`src/aesd_pkg.sv`:
```
`timescale 1ns / 1ps
// Package for the AES-128 decryption block: payload and command types, S-box
// tables and GF(2^8) helper functions. Depends on nothing.
package aesd_pkg;

  typedef struct packed {
    logic [63:0] cipher_high;
    logic [63:0] cipher_low;
  } in_item_t;

  typedef struct packed {
    logic [63:0] plain_high;
    logic [63:0] plain_low;
  } out_item_t;

  localparam int unsigned NUM_ROUNDS = 10;

  localparam logic [0:0] REG_KEY_LOW  = 1'b0;
  localparam logic [0:0] REG_KEY_HIGH = 1'b1;

  typedef struct packed {
    logic load_state;
    logic run_round;
    logic last_round;
    logic load_key;
    logic exp_step;
    logic [3:0] round;
  } dp_cmd_t;

  typedef struct packed {
    logic key_ready;
  } dp_stat_t;

  function automatic logic [7:0] xtime(input logic [7:0] a);
    xtime = {a[6:0], 1'b0} ^ (a[7] ? 8'h1b : 8'h00);
  endfunction

  function automatic logic [7:0] gmul(input logic [7:0] a, input logic [3:0] b);
    logic [7:0] p;
    logic [7:0] x;
    p = 8'h00;
    x = a;
    for (int i = 0; i < 4; i++) begin
      if (b[i]) p = p ^ x;
      x = xtime(x);
    end
    gmul = p;
  endfunction

  function automatic logic [7:0] ginv(input logic [7:0] a);
    logic [7:0] r;
    logic [7:0] x;
    logic [7:0] p;
    logic [7:0] y;
    r = 8'h01;
    x = a;
    for (int i = 0; i < 7; i++) begin
      p = 8'h00;
      y = x;
      for (int j = 0; j < 8; j++) begin
        if (x[j]) p = p ^ y;
        y = xtime(y);
      end
      x = p;
      p = 8'h00;
      y = r;
      for (int j = 0; j < 8; j++) begin
        if (x[j]) p = p ^ y;
        y = xtime(y);
      end
      r = p;
    end
    ginv = r;
  endfunction

  function automatic logic [7:0] rotl8(input logic [7:0] a, input int n);
    rotl8 = (a << n) | (a >> (8 - n));
  endfunction

  function automatic logic [7:0] sbox_calc(input logic [7:0] a);
    logic [7:0] b;
    b = ginv(a);
    sbox_calc = b ^ rotl8(b, 1) ^ rotl8(b, 2) ^ rotl8(b, 3) ^ rotl8(b, 4) ^ 8'h63;
  endfunction

  function automatic logic [7:0] inv_sbox_calc(input logic [7:0] a);
    inv_sbox_calc = ginv(rotl8(a, 1) ^ rotl8(a, 3) ^ rotl8(a, 6) ^ 8'h05);
  endfunction

  typedef logic [7:0] sbox_t [256];

  function automatic sbox_t build_sbox(input logic inv);
    sbox_t t;
    for (int i = 0; i < 256; i++) begin
      t[i] = inv ? inv_sbox_calc(8'(i)) : sbox_calc(8'(i));
    end
    build_sbox = t;
  endfunction

  localparam sbox_t SBOX     = build_sbox(1'b0);
  localparam sbox_t INV_SBOX = build_sbox(1'b1);

  function automatic logic [127:0] inv_mix(input logic [127:0] s);
    logic [127:0] o;
    logic [7:0] a0, a1, a2, a3;
    o = '0;
    for (int c = 0; c < 4; c++) begin
      a0 = s[32*c +: 8];
      a1 = s[32*c+8 +: 8];
      a2 = s[32*c+16 +: 8];
      a3 = s[32*c+24 +: 8];
      o[32*c +: 8]    = gmul(a0, 4'd14) ^ gmul(a1, 4'd11) ^ gmul(a2, 4'd13) ^ gmul(a3, 4'd9);
      o[32*c+8 +: 8]  = gmul(a0, 4'd9) ^ gmul(a1, 4'd14) ^ gmul(a2, 4'd11) ^ gmul(a3, 4'd13);
      o[32*c+16 +: 8] = gmul(a0, 4'd13) ^ gmul(a1, 4'd9) ^ gmul(a2, 4'd14) ^ gmul(a3, 4'd11);
      o[32*c+24 +: 8] = gmul(a0, 4'd11) ^ gmul(a1, 4'd13) ^ gmul(a2, 4'd9) ^ gmul(a3, 4'd14);
    end
    inv_mix = o;
  endfunction

  function automatic logic [127:0] inv_shift_sub(input logic [127:0] s);
    logic [127:0] t;
    t = '0;
    for (int c = 0; c < 4; c++) begin
      for (int r = 0; r < 4; r++) begin
        t[8*(4*((c + r) % 4) + r) +: 8] = INV_SBOX[s[8*(4*c + r) +: 8]];
      end
    end
    inv_shift_sub = t;
  endfunction

  function automatic logic [127:0] next_round_key(input logic [127:0] k,
                                                  input logic [7:0] rcon);
    logic [127:0] n;
    logic [31:0] t;
    t = {SBOX[k[103:96]], SBOX[k[127:120]], SBOX[k[119:112]],
         SBOX[k[111:104]] ^ rcon};
    n[31:0]   = k[31:0] ^ t;
    n[63:32]  = k[63:32] ^ n[31:0];
    n[95:64]  = k[95:64] ^ n[63:32];
    n[127:96] = k[127:96] ^ n[95:64];
    next_round_key = n;
  endfunction

endpackage

```
`src/aesd_ctrl.sv`:
```
`timescale 1ns / 1ps
// Controller state machine: sequences key expansion, rounds and result hand-off.
// Depends on aesd_pkg.
module aesd_ctrl
  import aesd_pkg::*;
(
  input  logic     clk,
  input  logic     rst_n,
  input  logic     key_write,
  input  logic     in_valid,
  output logic     in_ready,
  output logic     out_valid,
  input  logic     out_ready,
  input  dp_stat_t stat,
  output dp_cmd_t  cmd
);

  typedef enum logic [4:0] {
    ST_IDLE   = 5'b00001,
    ST_EXPAND = 5'b00010,
    ST_FETCH  = 5'b00100,
    ST_ROUND  = 5'b01000,
    ST_OUT    = 5'b10000
  } state_t;

  state_t     st_r, st_nxt;
  logic [3:0] round_r, round_nxt;
  logic       pend_r, pend_nxt;

  assign in_ready  = (st_r == ST_IDLE) && !pend_r && !key_write;
  assign out_valid = (st_r == ST_OUT);

  always_comb begin
    st_nxt    = st_r;
    round_nxt = round_r;
    pend_nxt  = pend_r || key_write;
    cmd       = '0;
    cmd.round = round_r;
    unique case (st_r)
      ST_IDLE: begin
        if (pend_r) begin
          cmd.load_key = 1'b1;
          pend_nxt     = key_write;
          st_nxt       = ST_EXPAND;
        end else if (in_valid && !key_write) begin
          cmd.load_state = 1'b1;
          round_nxt      = 4'(NUM_ROUNDS);
          st_nxt         = ST_FETCH;
        end
      end
      ST_EXPAND: begin
        cmd.exp_step = 1'b1;
        if (cmd.exp_step && stat.key_ready) st_nxt = ST_IDLE;
        if (round_r == 4'(NUM_ROUNDS)) st_nxt = ST_IDLE;
        round_nxt = (round_r == 4'(NUM_ROUNDS)) ? 4'd0 : round_r + 4'd1;
      end
      ST_FETCH: begin
        st_nxt = ST_ROUND;
      end
      ST_ROUND: begin
        cmd.run_round  = 1'b1;
        cmd.last_round = (round_r == 4'd0);
        if (round_r == 4'd0) begin
          st_nxt = ST_OUT;
        end else begin
          round_nxt = round_r - 4'd1;
          st_nxt    = ST_FETCH;
        end
      end
      ST_OUT: begin
        if (out_ready) begin
          st_nxt    = ST_IDLE;
          round_nxt = 4'd0;
        end
      end
      default: st_nxt = ST_IDLE;
    endcase
  end

  always_ff @(posedge clk) begin
    if (!rst_n) begin
      st_r    <= ST_IDLE;
      round_r <= 4'd0;
      pend_r  <= 1'b0;
    end else begin
      st_r    <= st_nxt;
      round_r <= round_nxt;
      pend_r  <= pend_nxt;
    end
  end

endmodule

```
`config.mk`:
```
export PLATFORM = sky130hd
export DESIGN_NAME = aesd_ctrl
export DESIGN_NICKNAME = d
export VERILOG_FILES = /design/src/aesd_pkg.sv /design/src/aesd_ctrl.sv
export SDC_FILE = /design/constraint.sdc
export NUM_CORES = 1
export LEC_CHECK = 0
export ABC_AREA = 1
export BUFFER_PORTS_ARGS = -buffer_cell sky130_fd_sc_hd__buf_2
export CAP_MARGIN = 10
export CORE_MARGIN = 5
export CORE_UTILIZATION = 53
export CTS_CLUSTER_SIZE = 16
export DETAILED_ROUTE_END_ITERATION = 8
export MAX_ROUTING_LAYER = met4
export PLACE_DENSITY_LB_ADDON = 0.12
export SETUP_SLACK_MARGIN = 0.1
export SYNTH_ARGS = -nofsm -noshare
export SYNTH_HDL_FRONTEND = slang
export SYNTH_SLANG_ARGS = --single-unit
```
`constraint.sdc`:
```
create_clock -name clk -period 1.95 [get_ports clk]
set_input_delay 0.39 -clock clk [delete_from_list [all_inputs] [get_ports clk]]
set_output_delay 0.39 -clock clk [all_outputs]
set_load 0.005 [all_outputs]
```
Word-level counts from Yosys, hierarchy flattened
Index checks and enable logic that the tools add are counted.

storage, ports and cells
  flip-flop bits (word level) = 10
  bits of input ports = 6
  output and inout bits = 11
  logic and storage cells = 49

cells by class
  add/subtract/negate cells = 2
  equal/unequal tests = 12
  multiplexer cells = 22
  reduce and logical (&&, ||, !) cells = 10

operator list
  kind                                                                number
  5-bit two-way mux                                                   6
  5-bit case mux with 5 select lines                                  1
  4-bit two-way mux                                                   5
  4-bit case mux with 4 select lines                                  1
  1-bit two-way mux                                                   8
  5-bit by 1-bit == test with 1-bit output, second input constant     1
  5-bit by 2-bit == test with 1-bit output, second input constant     1
  5-bit by 3-bit == test with 1-bit output, second input constant     1
  5-bit by 4-bit == test with 1-bit output, second input constant     1
  5-bit == test, second input constant                                1
  5-bit AND reduction                                                 1
  4-bit by 1-bit adder with 4-bit output, second input constant       1
  4-bit == test, second input constant                                1
  4-bit zero test                                                     1
  2-bit by 1-bit != test with 1-bit output, second input constant     2
  2-bit != test, second input constant                                2
  4-bit nonzero test                                                  1
  4-bit by 1-bit subtractor with 4-bit output, second input constant  1
  1-bit logical AND                                                   3
  3-bit by 2-bit != test with 1-bit output, second input constant     1
  3-bit != test, second input constant                                1
  3-bit AND reduction                                                 1
  1-bit zero test                                                     2
  2-bit two-way mux                                                   1
  1-bit logical OR                                                    1

Depth between registers and ports, before layout
  depth after elaboration = 5
  gate-level depth with buffers = 12
  depth with buffers taken out = 12

Worst setup path before layout
OpenSTA, ideal clock, no wires.

  kind = reg2reg
  start = register round_r[0]
  end = register round_r[0]
  setup time = 0.118 ns
  arrival = 1.303 ns
  data required time = 1.832 ns
  setup slack = 0.529 ns
  cell stages (with the launch flop) = 9
  cell sequence = dfxtp_1 -> inv_1 -> ha_1 -> nand3_1 -> nor2_4 -> nor2_4 -> nand2_4 -> nor3_1 -> nor2_1

on the way
  word-level cells in the longest chain between the ends = 3

RTL lines
  item                                                                              RTL line         source
  from (decl)                                                                       aesd_ctrl.sv:27  logic [3:0] round_r, round_nxt;
  from (signal assigned)                                                            aesd_ctrl.sv:87  round_r <= round_nxt;
  4-bit by 1-bit subtractor with 4-bit output (tied with other cells)               aesd_ctrl.sv:66  round_nxt = round_r - 4'd1;
  4-bit two-way mux (tied with other cells)                                         aesd_ctrl.sv:63  if (round_r == 4'd0) begin
  4-bit case mux with 4 select lines / 5-bit AND reduction (equally long branches)  -

Parallel ways exist; a longest one is shown, timed or not. The select of a mux whose other input is x is not followed.
A chain may end at the register's enable or synchronous reset.

==> summary.txt <==
Synth
  – Post-synth EDFFs: 0
  – Post-synth top cells: nand2_1, nor2_1, inv_1, nand3_1, dfxtp_1
  – Post-synth cell types: 24
  – Cells after Synth: 136
  – Synth Net Count: 146
  – Top-count cell post-synth: nand2_1
  – Leading area contributor after synthesis: dfxtp_1
  – Synth top area cells: dfxtp_1, nand2_1, nor2_1
  – FFs w/ async S/R, synth: 0%
  – Seq cells post-synth: 10
  – Avg Cell Area, Syn: 6.50 um^2
  – Yosys top cell area share: 22.7%
  – Top_reg_cell synth: dfxtp_1
  – Register area share after synthesis: 22.7%
  – Mapped Area: 883 um^2
  – Yosys warnings: 0

GRT
  – Global-route wire length before repair: 3510 um
  – Initial antenna violation count: 0
  – Total track usage: 17.7%
  – Largest net degree at the start of global routing: 9
  – Grt ovf: 0
  – Vias in the first global route: 821

Timing
  – Headroom to the max-slew limit: 82.3%
  – Final Hold Fails: 0
  – Actual slew at the worst max-slew pin: 0.265 ns
  – Unrepaired setup endpoints after global routing: true
  – # setup viols final: 0
  – Worst Skew: 0.00566 ns
  – Hold Slack: 0.368 ns
  – Final TNS setup: 0 ns
  – Fmax: 0.568 GHz
  – Slew Viols, Final: 0
  – Min Tclk post-route: 1.76 ns
  – Fin crit share: 90.3%

Clocking
  – Hold Buf Count CTS: 0
  – Clock root buffer: clkbuf_4
  – Max clock buf depth: 2
  – Htree depth: 1
  – CTS tree: built
  – Worst-skew pair later-pin latency: 0.28 ns
  – CTS Buf Count: 3
  – CTS Sinks: 10
  – Clock edge transition at the registers on the reported setup and hold paths: 0.08 ns

Drt
  – Drt pass-1 iters: 4
  – Drt total wl: 2040 um
  – Avg Vias per Cell: 5.14
  – DRC viols: 0
  – Routed Antenna Nets: 0
  – Via count: 904
  – WL/cell: 11.6 um
  – DR iter-0 viols: 17

Floorplan
  – Initial core utilization: 57.3%
  – Num rows: 14
  – Die height: 50.8 um
  – Die Footprint: 0.00258 mm^2
  – Number of top-level pins: 17
  – Die Wd: 50.8 um
  – Total core area: 0.00154 mm^2

Power and ir drop
  – Worst vdd ir: 0.000696 V
  – Total chip power: 1.14 mW
  – Power density cells: 1070 mW/mm^2
  – Pleak: 0.586 nW

Placed design
  – Port bufs: 16
  – Final HPWL DP: 1610 um
  – GP Congestion: 0.870
  – Placed insts: 168

Layout
  – Nets: 171
  – P&R area growth vs syn: 21.0%
  – Fin cells: 176
  – Diode count: 0
  – Layout cell share with drive strength beyond 1: 32.5%

Setup path
  – Critical path required time: 1.56 ns
  – Crit-path slowest cell: dfxtp_1
  – Crit Path Max Fanout: 6
  – Worst path cell trace: inv_2, ha_1, nand3_1, nor2_4, buf_2
  – Nature of the critical path endpoint: output port
  – R2R Setup Slk: 0.36 ns
  – CP Buf/Inv Count: 2
  – Worst EP arrival: 1.37 ns
  – Critical path origin: round_r[0]$_SDFFE_PN0P_
  – Worst reg2reg path startpoint: round_r[0]$_SDFFE_PN0P_
  – Startpoint Class: flop
  – CP delay by family, top: flip-flops
  – WS Path Type: reg -> out
  – Slowest Stage Delay on Critical Path: 0.36 ns

Hold path
  – Min-delay src: rst_n
  – Hold Crit Class: in -> reg

Run status
  – Outcome: complete, no violations

Run
  – Max capacitance violation total: 0
-- repair_timing --
action,4_1_cts,5_1_grt
gates cloned,0,0
resized for setup,1,5
pin swaps,0,1
buffers inserted,0,4
endpoints found under the setup margin,1,2
-- flip-flops by register name (all words and copies together), names as in the netlist --
name	cells
pend_r	1
round_r	4
st_r	5
-- metal layers --
| layer | track usage (%) | part of all wire (%) |
|---|---|---|
| met1 | 23.7 | 50 |
| met2 | 25.2 | 44 |
| met3 | 3.20 | 4.2 |
| met4 | 8.94 | 2.2 |
| met5 | - | 0 |
-- path summary, 6_finish.rpt --
path | to | cells past startpoint
worst max-delay path | cmd[6] | 5
worst min-delay path | st_r[0]$_SDFFE_PN1P_ | 2
worst max register to register | st_r[0]$_SDFFE_PN1P_ | 9
worst min register to register | st_r[3]$_SDFFE_PN0P_ | 1
-- kinds of logic (layout without fill, tap and decap cells) --
family / Yosys count / after routing / synth area share, %
xor gates and xnor gates: 2 / 2 / 1.98
buffers and inverters: 24 / 48 / 10.9
adders and majority gates: 4 / 4 / 5.67
DFF: 10 / 10 / 22.7
AOI/OAI and AO/OA: 4 / 4 / 3.54
and+or+nand+nor: 92 / 92 / 55.2
-- cells in the final DEF (no fill, tap or decap) --
cell / count
nand2_1: 30
nor2_1: 22
inv_1: 19
buf_2: 16
nand3_1: 12
nor2_4: 7
dfxtp_1: 7
nor2_2: 5
buf_4: 5
nand4_1: 4
nor3_1: 4
ha_1: 4
inv_2: 3
clkbuf_4: 3
dfxtp_2: 3
nand3_4: 2
nand2_4: 2
nand3_2: 2
clkinv_4: 1
nand2_2: 1
nor4_1: 1
o21ai_4: 1
o21ai_1: 1
a21oi_1: 1
xnor2_1: 1
xor2_1: 1
o21ai_0: 1
clkbuf_8: 1
-- worst reg2reg max path: stages, from the launching register on --
cell	delay (ns)
dfxtp_1	0.43
inv_2	0.09
buf_4	0.15
ha_1	0.20
nand3_1	0.16
nand2_2	0.09
nor2_1	0.13
nor2_1	0.08
nand2_1	0.07
nand3_1	0.08
-- metrics by stage --
stage                     worst slack [ns]  util, %  instance area (um^2)
after floorplan                      0.529        -                   883
after global placement               0.440     64.0                   986
after detailed placement             0.413     64.0                   986
after CTS                            0.111     66.4                  1020
after global routing                0.0832     69.3                  1070
final                                0.190     69.3                  1070
-- area by class of cell --
class / count / area [um^2]
clock buffers: 4 / 36.3
well taps: 16 / 20.0
flip-flops and latches: 10 / 204
multi-input cells: 102 / 599
repair buffers: 21 / 118
inverters: 23 / 91.3
fillers: 143 / 473
-- power by group --
group	total, mW	switching, mW	internal, mW
Clock	0.200	0.0857	0.114
Sequential	0.314	0.0624	0.252
Combinational	0.630	0.382	0.248
Total	1.14	0.530	0.613
Power figures use the tool's default switching activity.
